--- config.mk ---
export PLATFORM = sky130hd
export DESIGN_NAME = sce_ctrl
export DESIGN_NICKNAME = d
export VERILOG_FILES = /design/src/hw/rtl/sce_pkg.sv /design/src/hw/rtl/sce_ctrl.sv
export SDC_FILE = /design/constraint.sdc
export NUM_CORES = 1
export LEC_CHECK = 0
export BUFFER_PORTS_ARGS = -buffer_cell sky130_fd_sc_hd__buf_2
export CORE_ASPECT_RATIO = 0.75
export CORE_MARGIN = 4
export CORE_UTILIZATION = 30
export DETAILED_ROUTE_END_ITERATION = 12
export PLACE_DENSITY_LB_ADDON = 0.1
export RECOVER_POWER = 25
export SLEW_MARGIN = 20
export SYNTH_ARGS = -nofsm -noshare
export SYNTH_HDL_FRONTEND = slang
export SYNTH_SLANG_ARGS = --single-unit
export TNS_END_PERCENT = 10
--- constraint.sdc ---
create_clock -name clk -period 1.83 [get_ports clk]
set_input_delay 0.0915 -clock clk [delete_from_list [all_inputs] [get_ports clk]]
set_output_delay 0.0915 -clock clk [all_outputs]
set_load 0.02 [all_outputs]
--- src/hw/rtl/sce_pkg.sv ---
// Package for the sigmoid cross-entropy loss block: widths, command and status
// types, and the softplus table builder. No dependencies.
`default_nettype none

package sce_pkg;

    localparam int LOGIT_W   = 24;
    localparam int TARGET_W  = 2;
    localparam int ELOSS_W   = 24;
    localparam int SUM_W     = 36;
    localparam int CNT_W     = 13;
    localparam int SCALE_W   = 24;
    localparam int ILOSS_W   = 48;
    localparam int NUM_W     = 37;
    localparam int REM_W     = 14;
    localparam int QLO_W     = 19;
    localparam int QHI_W     = NUM_W - QLO_W;
    localparam int PLO_W     = QLO_W + SCALE_W;
    localparam int PHI_W     = QHI_W + SCALE_W;
    localparam int PROD_W    = PHI_W + QLO_W + 1;
    localparam int MAG_W     = PROD_W - 16;
    localparam int IN_DATA_W  = 32;
    localparam int OUT_DATA_W = 88;
    localparam int SP_MAX_DEPTH = 4096;
    localparam int SP_W      = 16;
    localparam logic [CNT_W-1:0] CNT_MAX = {CNT_W{1'b1}};
    localparam logic [SUM_W-1:0] SUM_MAX = {SUM_W{1'b1}};

    // Configuration register indexes.
    localparam logic REG_NORMALIZE = 1'b0;
    localparam logic REG_SCALE     = 1'b1;

    typedef logic [SP_W-1:0] sp_table_t [0:SP_MAX_DEPTH-1];

    typedef struct packed {
        logic accept;
        logic div_step;
        logic mul_lo;
        logic mul_hi;
        logic load_fin;
    } sce_cmd_t;

    typedef struct packed {
        logic div_needed;
    } sce_status_t;

    // Unsigned long division by shift and subtract, used only while the
    // softplus table is built at elaboration.
    function automatic logic [63:0] udiv64(input logic [63:0] num, input logic [63:0] den);
        logic [63:0] quo, rem;
        quo = '0;
        rem = '0;
        for (int b = 63; b >= 0; b--)
        begin
            rem = {rem[62:0], num[b]};
            if (rem >= den)
            begin
                rem = rem - den;
                quo[b] = 1'b1;
            end
        end
        return quo;
    endfunction

    // ln(1 + exp(-16*i/depth)) in Q16, built from a Q30 integer series.
    function automatic sp_table_t sp_build(input int depth_log2);
        logic [63:0] h, t, pos, neg, step, e, z, z2, p, s;
        sp_table_t tab;
        tab = '{default: '0};
        h = (64'd16 << 30) >> depth_log2;
        t = 64'd1 << 30;
        pos = 64'd1 << 30;
        neg = '0;
        for (int k = 1; k <= 24; k++)
        begin
            t = udiv64((t * h) >> 30, 64'(k));
            if ((k & 1) == 1) neg = neg + t;
            else pos = pos + t;
        end
        step = pos - neg;
        e = 64'd1 << 30;
        for (int i = 0; i < (1 << depth_log2); i++)
        begin
            z = udiv64(e << 30, (64'd2 << 30) + e);
            z2 = (z * z) >> 30;
            p = z;
            s = '0;
            for (int k = 0; k < 16; k++)
            begin
                s = s + udiv64(p, 64'(2 * k + 1));
                p = (p * z2) >> 30;
            end
            tab[i] = SP_W'((2 * s + 64'd8192) >> 14);
            e = (e * step + (64'd1 << 29)) >> 30;
        end
        return tab;
    endfunction

endpackage

`default_nettype wire

--- src/hw/rtl/sce_ctrl.sv ---
// Controller for the sigmoid cross-entropy loss block: handshakes and the
// sequence of divide and multiply steps at the end of an instance. Uses sce_pkg.
`default_nettype none

module sce_ctrl (
    input  wire logic                 clk,
    input  wire logic                 rst_n,
    input  wire logic                 s_tvalid,
    input  wire logic                 s_tlast,
    output logic                      s_tready,
    output logic                      m_tvalid,
    input  wire logic                 m_tready,
    input  wire sce_pkg::sce_status_t status,
    output sce_pkg::sce_cmd_t         cmd
);
    import sce_pkg::*;

    localparam logic [2:0] S_RUN    = 3'd0;
    localparam logic [2:0] S_DIV    = 3'd1;
    localparam logic [2:0] S_MUL_LO = 3'd2;
    localparam logic [2:0] S_MUL_HI = 3'd3;
    localparam logic [2:0] S_FIN    = 3'd4;
    localparam logic [5:0] DIV_LAST = 6'(NUM_W - 1);

    logic [2:0] state_reg, state_next;
    logic [5:0] div_cnt_reg, div_cnt_next;
    logic       out_valid_reg, out_valid_next;
    logic       out_free;

    assign out_free = !out_valid_reg || m_tready;
    assign s_tready = (state_reg == S_RUN) && out_free;
    assign m_tvalid = out_valid_reg;

    always_comb
    begin
        state_next = state_reg;
        div_cnt_next = div_cnt_reg;
        cmd = '0;
        cmd.accept = s_tvalid && s_tready;
        case (state_reg)
            S_RUN:
            begin
                if (cmd.accept && s_tlast)
                begin
                    div_cnt_next = '0;
                    state_next = status.div_needed ? S_DIV : S_MUL_LO;
                end
            end
            S_DIV:
            begin
                cmd.div_step = 1'b1;
                div_cnt_next = div_cnt_reg + 6'd1;
                if (div_cnt_reg == DIV_LAST)
                    state_next = S_MUL_LO;
            end
            S_MUL_LO:
            begin
                cmd.mul_lo = 1'b1;
                state_next = S_MUL_HI;
            end
            S_MUL_HI:
            begin
                cmd.mul_hi = 1'b1;
                state_next = S_FIN;
            end
            S_FIN:
            begin
                if (out_free)
                begin
                    cmd.load_fin = 1'b1;
                    state_next = S_RUN;
                end
            end
            default:
            begin
                state_next = S_RUN;
            end
        endcase
        out_valid_next = out_valid_reg && !m_tready;
        if ((cmd.accept && !s_tlast) || cmd.load_fin)
            out_valid_next = 1'b1;
    end

    always_ff @(posedge clk or negedge rst_n)
    begin
        if (!rst_n)
        begin
            state_reg <= S_RUN;
            div_cnt_reg <= '0;
            out_valid_reg <= 1'b0;
        end
        else
        begin
            state_reg <= state_next;
            div_cnt_reg <= div_cnt_next;
            out_valid_reg <= out_valid_next;
        end
    end

    a_ready_only_in_run: assert property (@(posedge clk) disable iff (!rst_n)
        s_tready |-> state_reg == S_RUN)
        else $error("input ready outside the run state");
    a_last_leaves_run: assert property (@(posedge clk) disable iff (!rst_n)
        (s_tvalid && s_tready && s_tlast) |=> state_reg != S_RUN)
        else $error("last transfer did not start instance finish");
    a_div_count_bound: assert property (@(posedge clk) disable iff (!rst_n)
        state_reg == S_DIV |-> div_cnt_reg <= DIV_LAST)
        else $error("divide step count overrun");
    a_fin_loads_output: assert property (@(posedge clk) disable iff (!rst_n)
        cmd.load_fin |=> m_tvalid && state_reg == S_RUN)
        else $error("instance result not presented");

endmodule

`default_nettype wire

==> flow_summary_export.csv, run 1 <==
group,metric,value,unit
run_status,status,"complete, no violations",
cts,clockBufferDepth,2,
sta,setup_viol_count_final,0,
drt,drc,0,
cts,clk_pin_slew,0.06,ns
run,cap_viol_max_count,0,
worst_setup_path,end_kind,"output port",
yosys,ys_ff_latch,10,
sta,timing.fmax,0.651,GHz
finish,fillers,225,
grt,grt_pass1_vias,453,
yosys,synth.cell_area,627,um^2
power_and_ir_drop,seqPwrFrac,0.416,
drt,routedWlPerCell,12.3,um
worst_setup_path,cp.required,1.74,ns
sta,fin_skew,0.00800,ns
drt,vias_per_cell,4.88,
worst_setup_path,crit_path_max_incr_delay,0.51,ns
sta,tightest_slew,0.543,ns
power_and_ir_drop,peakVddDrop,0.624,mV
worst_setup_path,criticalPathCategory,"reg -> out",
worst_setup_path,path_max_fanout,10,
finish,final_cells,97,
drt,totalWireLength,1190,um
worst_setup_path,cp-start-kind,"flip-flop",
sta,max_slew_margin,0.638,
power_and_ir_drop,finalPower,1060,uW
placement,dp_hpwl,889,um
sta,fin_setup_tns,0,ns
finish,num_antenna_cells,0,
grt,grt_pass1_wl,2100,um
finish,largest_register_ffs,6,
grt,grt_max_degree,13,
power_and_ir_drop,switching_share,0.447,
worst_setup_path,crit_family,"simple AND/OR/NAND/NOR gates",
sta,slew_viol_final,0,
die,io_pins,13,
cts,numCtsBuffers,3,
grt,track_usage,0.102,
power_and_ir_drop,intPower,584,uW
finish,drive_gt1_frac,0.260,
finish,seq_area,250,um^2
drt,vias,473,
worst_setup_path,path_buf_inv,1,
cts,cts_tree,"yes",
die,die_w,60.8,um
finish,design_area,694,um^2
yosys,avgSynthCellArea,10.3,um^2
drt,drtIter0Drc,6,
worst_setup_path,cp_slowest_cell,"dfrtp_1",
placement,placed_cells,93,
grt,grt_antenna_before_repair,0,
yosys,postSynthCellCount,61,
die,fp.dieH,47.6,um
yosys,syn_nets,69,
placement,globalplace.congestion,0.685,
drt,ant_nets,0,
cts,cts_root_buffer,"clkbuf_4",
die,fp-row-count,14,
yosys,yosys_warnings,0,
cts,clkSinkCount,10,
cts,clk_latency,0.26,ns
drt,dr.pass1.iters,4,
finish,syn2layout_area_growth,10.8,%
cts,cts_max_level,1,
worst_setup_path,crit_arrival,1.44,ns
grt,gr-total-overflow,0,
cts,cts_resized,0,
finish,multiInputGateArea,308,um^2
die,core,2000,um^2
min_path,hold_path.class,"in -> reg",
die,initial_core_util,0.314,
placement,portBuffers,12,
sta,fin_crit,1.54,ns
finish,num-nets-final,83,
sta,period_share,0.839,
yosys,post_synth_num_cell_types,31,
sta,grt_setup_unrepaired,"false",
power_and_ir_drop,switching_power,472,uW
power_and_ir_drop,p_comb_frac,0.446,
power_and_ir_drop,p_per_area,1520,nW/um^2
yosys,yosysSeqAreaShare,0.399,
worst_setup_path,path_cells,"nor4_1, and2_1, buf_2",
sta,hold_viol,0,
die,fp.dieArea,2890,um^2
power_and_ir_drop,p_clk_frac,0.137,
placement,dpl_cell_area,663,um^2
power_and_ir_drop,p_leak,0.000356,uW
## final timing paths
| check | from | endpoint | slack [ns] | cells after the start |
|---|---|---|---|---|
| max | state_reg[2]$_DFFE_PN0P_ | cmd[4] | 0.29 | 3 |
| min | m_tready | m_tvalid$_DFF_PN0_ | 0.15 | 3 |
| max reg2reg | div_cnt_reg[0]$_DFFE_PN0P_ | div_cnt_reg[4]$_DFFE_PN0P_ | 0.53 | 3 |
| min reg2reg | m_tvalid$_DFF_PN0_ | m_tvalid$_DFF_PN0_ | 0.57 | 2 |
| max in group asynchronous | rst_n | state_reg[0]$_DFFE_PN0P_ | 1.14 | 2 |
| min in group asynchronous | rst_n | div_cnt_reg[3]$_DFFE_PN0P_ | 0.32 | 2 |
## worst register-to-register path: cells and delay by family (launching register included)
family,cells,cell delay [ns]
adder cells (fa/ha/maj),1,0.26
AO/OA/AOI/OAI,2,0.51
flip-flops,1,0.42
## layer usage
layer / up-vias / part of all wire / GRT usage
li1: 247 / - / -
met1: 221 / 0.51 / 0.139
met2: 5 / 0.44 / 0.141
met3: 0 / 0.049 / 0.0566
met4: 0 / 0 / 0.0260
met5: - / 0 / 0
## cell usage in the layout (no fill, tap or decap), types with 2 or more instances in the layout
cell / instances
clkbuf_4: 3
and3_1: 2
dfrtp_1: 10
buf_2: 11
nor2_1: 3
nand3_1: 2
a21oi_1: 2
nand2_1: 5
ha_1: 2
a22o_1: 4
nand4_1: 2
nor2b_1: 2
nor4_1: 2
inv_1: 4
## timing repair
| item | CTS | global route |
|---|---|---|
| hold buffers | 1 | 0 |
| endpoints found under the hold margin | 10 | 0 |
| setup endpoints to repair | 0 | 0 |
| buffers inserted | 0 | 0 |
## kinds of logic (layout without fill, tap and decap cells)
group | count (synthesis) | count (layout) | synth area share
AO/OA/AOI/OAI | 14 | 14 | 0.178
adder cells (fa/ha/maj) | 2 | 2 | 0.0399
buffers and inverters | 8 | 20 | 0.110
flip-flops | 10 | 10 | 0.399
multiplexers | 3 | 3 | 0.0579
AND/OR/NAND/NOR | 24 | 24 | 0.216
## cell usage after synthesis, drive strengths merged
master / number / area share
a21oi: 2 / 0.016
a41o: 1 / 0.018
dfrtp: 10 / 0.40
o21bai: 1 / 0.012
o32ai: 1 / 0.014
and2: 1 / 0.010
and3: 2 / 0.020
o31ai: 1 / 0.012
nor2b: 2 / 0.020
nand3: 2 / 0.016
a32o: 1 / 0.016
nor2: 4 / 0.036
nor3b: 1 / 0.012
mux2i: 1 / 0.016
a22o: 4 / 0.056
nand2: 5 / 0.030
nor4: 2 / 0.020
buf: 4 / 0.086
and3b: 1 / 0.014
nand4: 2 / 0.020
ha: 2 / 0.040
o21ai: 2 / 0.022
nor3: 1 / 0.0080
nand2b: 1 / 0.010
inv: 4 / 0.024
mux2: 2 / 0.042
a21o: 1 / 0.012
## area by class of cell
| class | instances | area share |
|---|---|---|
| Clock buffer | 3 | 0.0324 |
| Inverter | 4 | 0.0216 |
| Multi-Input combinational cell | 43 | 0.443 |
| Sequential cell | 10 | 0.360 |
| Tap cell | 24 | 0.0432 |
| Timing Repair Buffer | 13 | 0.0991 |
## power by group through the flow
stage                     combinational (uW)  sequential [uW]  clock (uW)
after floorplan                          473              375           0
after global placement                   483              443           0
after detailed placement                 472              442           0
after CTS                                477              439         154
after global routing                     527              458         168
final                                    471              439         145
## stage by stage
stage               worst slack [ns]   util  hold slack, ns
finish                         0.294  0.348           0.152
global route                   0.203  0.348           0.185
CTS                            0.275  0.348           0.144
detailed placement             0.535  0.332         -0.0323
global placement               0.543  0.332         -0.0300
floorplan                      0.111      -          -0.204
Note: power is estimated with default switching activity, not from simulation.
==> run 2: changes to the inputs <==
==> constraint.sdc (replaced) <==
create_clock -name clk -period 1.5 [get_ports clk]
set_input_delay 0.075 -clock clk [delete_from_list [all_inputs] [get_ports clk]]
set_output_delay 0.075 -clock clk [all_outputs]
set_load 0.02 [all_outputs]
==> run 2 against run 1 <==
Sequential power increased by 24%. Combinational power up 30%. Largest power group unchanged. Design area is 3.8% higher. Final cell count up 1.0%. Worst setup slack worse by 0.20 ns. Die area is the same. Global-route usage shrank 0.40 points. Non-clock buffer count increased by 1. Flip-flop and latch count did not move. Via count grew 0.63%. Critical endpoint unchanged.
==> flow_summary_export.csv, run 2 (same netlist as run 1, synthesis figures left out) <==
group,metric,value,unit
drt,dr.pass1.iters,4,
power_and_ir_drop,p_leak,0.000361,uW
worst_setup_path,r2r_cells,4,
grt,track_usage,0.0983,
placement,globalplace.congestion,0.647,
sta,fin_skew,0.00380,ns
finish,largest_register_ffs,6,
worst_setup_path,cp.required,1.42,ns
grt,grt_pass1_vias,436,
min_path,hold_path_depth,3,
drt,drtIter0Drc,7,
drt,ant_nets,0,
sta,slew_viol_final,0,
sta,fin_crit,1.41,ns
power_and_ir_drop,switching_power,585,uW
sta,hold_viol,0,
cts,clk_pin_slew,0.06,ns
finish,final_cell_mix,"buf_2 (11), dfrtp_1 (7), nand2_1 (5), inv_1 (4), a22o_1 (4)",
finish,seq_area,254,um^2
drt,vias_per_cell,4.86,
finish,num_antenna_cells,0,
worst_setup_path,crit_arrival,1.33,ns
power_and_ir_drop,switching_share,0.440,
run_status,status,"complete, no violations",
sta,period_share,0.940,
die,fp.dieArea,2890,um^2
sta,finalWorstSetupSlack,0.0903,ns
grt,gr-total-overflow,0,
finish,multiInputGateArea,323,um^2
cts,clockBufferDepth,2,
drt,routedWlPerCell,12.2,um
grt,grt_antenna_before_repair,0,
sta,tightest_slew,0.525,ns
placement,placed_cells,93,
power_and_ir_drop,intPower,745,uW
power_and_ir_drop,seqPwrFrac,0.411,
drt,drc,0,
sta,timing.fmax,0.709,GHz
cts,numCtsBuffers,3,
power_and_ir_drop,p_per_area,1850,nW/um^2
cts,clk_latency,0.25,ns
power_and_ir_drop,p_clk_frac,0.128,
power_and_ir_drop,peakVddDrop,0.856,mV
drt,totalWireLength,1200,um
worst_setup_path,criticalPathCategory,"reg -> out",
finish,drive_gt1_frac,0.324,
die,initial_core_util,0.314,
worst_setup_path,path_max_fanout,9,
finish,syn2layout_area_growth,15.0,%
cts,cts_max_level,1,
min_path,hold_path.class,"in -> reg",
sta,fin_setup_tns,0,ns
cts,cts_tree,"yes",
die,io_pins,13,
finish,fillers,220,
grt,grt_pass1_wl,2050,um
die,core,2000,um^2
placement,portBuffers,12,
placement,dp_slack,0.210,ns
worst_setup_path,cp-start-kind,"flip-flop",
drt,vias,476,
placement,dp_hpwl,933,um
worst_setup_path,end_kind,"output port",
die,fp-row-count,14,
finish,layout_commonest_cell,"buf_2",
sta,fin_hold_ws,0.152,ns
sta,max_slew_margin,0.650,
cts,cts_root_buffer,"clkbuf_4",
grt,grt_max_degree,13,
finish,final_cells,98,
run,cap_viol_max_count,0,
cts,clkSinkCount,10,
power_and_ir_drop,p_comb_frac,0.462,
sta,setup_viol_count_final,0,
finish,num-nets-final,84,
die,die_w,60.8,um
die,fp.dieH,47.6,um
run 2: changes by cell type in the layout (fill, tap and decap cells not counted), sizes merged:
| cell | previous run | this run |
|---|---|---|
| buf | 11 | 12 |
run 2: final timing paths:
| path | startpoint | endpoint | slack (ns) |
|---|---|---|---|
| worst min-delay path | m_tready | m_tvalid$_DFF_PN0_ | 0.15 |
| max in group asynchronous | rst_n | state_reg[0]$_DFFE_PN0P_ | 0.82 |
| min in group asynchronous | rst_n | div_cnt_reg[3]$_DFFE_PN0P_ | 0.30 |
| worst max register to register | div_cnt_reg[4]$_DFFE_PN0P_ | div_cnt_reg[5]$_DFFE_PN0P_ | 0.20 |
| worst min register to register | m_tvalid$_DFF_PN0_ | m_tvalid$_DFF_PN0_ | 0.55 |
| worst max-delay path | state_reg[2]$_DFFE_PN0P_ | cmd[4] | 0.09 |
run 2: final cells by class:
cell class | instances | share of cell area
Tap cell | 24 | 0.0417
Clock buffer | 3 | 0.0313
Timing Repair Buffer | 14 | 0.106
Sequential cell | 10 | 0.352
Inverter | 4 | 0.0208
Multi-Input combinational cell | 43 | 0.448
run 2: layer usage:
layer | vias to the layer above | track usage | share of wire
met3 | 0 | 0.0593 | 0.046
li1 | 247 | - | -
met1 | 224 | 0.136 | 0.52
met5 | - | 0 | 0
met4 | 0 | 0.0130 | 0
met2 | 5 | 0.134 | 0.43
run 2: timing repair:
| action | 4_1_cts | 5_1_grt |
|---|---|---|
| hold buffers | 1 | 0 |
| resized for setup | 0 | 4 |
| endpoints found under the setup margin | 0 | 2 |
| setup buffers | 0 | 1 |
| hold endpoints to repair | 10 | 0 |
run 2: metrics by stage:
stage	power, uW	instance area [um^2]	utilization
detailed placement	1120	669	0.335
global route	1450	721	0.361
CTS	1300	702	0.352
global placement	1140	669	0.335
floorplan	1050	633	-
finish	1330	721	0.361
run 2: worst max-delay path: stages, from the launching register on:
cell and delay, ns:
dfrtp_2 0.49, nor4_4 0.29, and2_1 0.15, buf_2 0.15
run 2: power groups by stage:
stage | Clock [uW] | Sequential [uW] | Combinational, uW
after global placement | 0 | 542 | 602
final | 170 | 546 | 614
after floorplan | 0 | 459 | 587
after global routing | 192 | 567 | 692
after CTS | 181 | 531 | 593
after detailed placement | 0 | 535 | 585
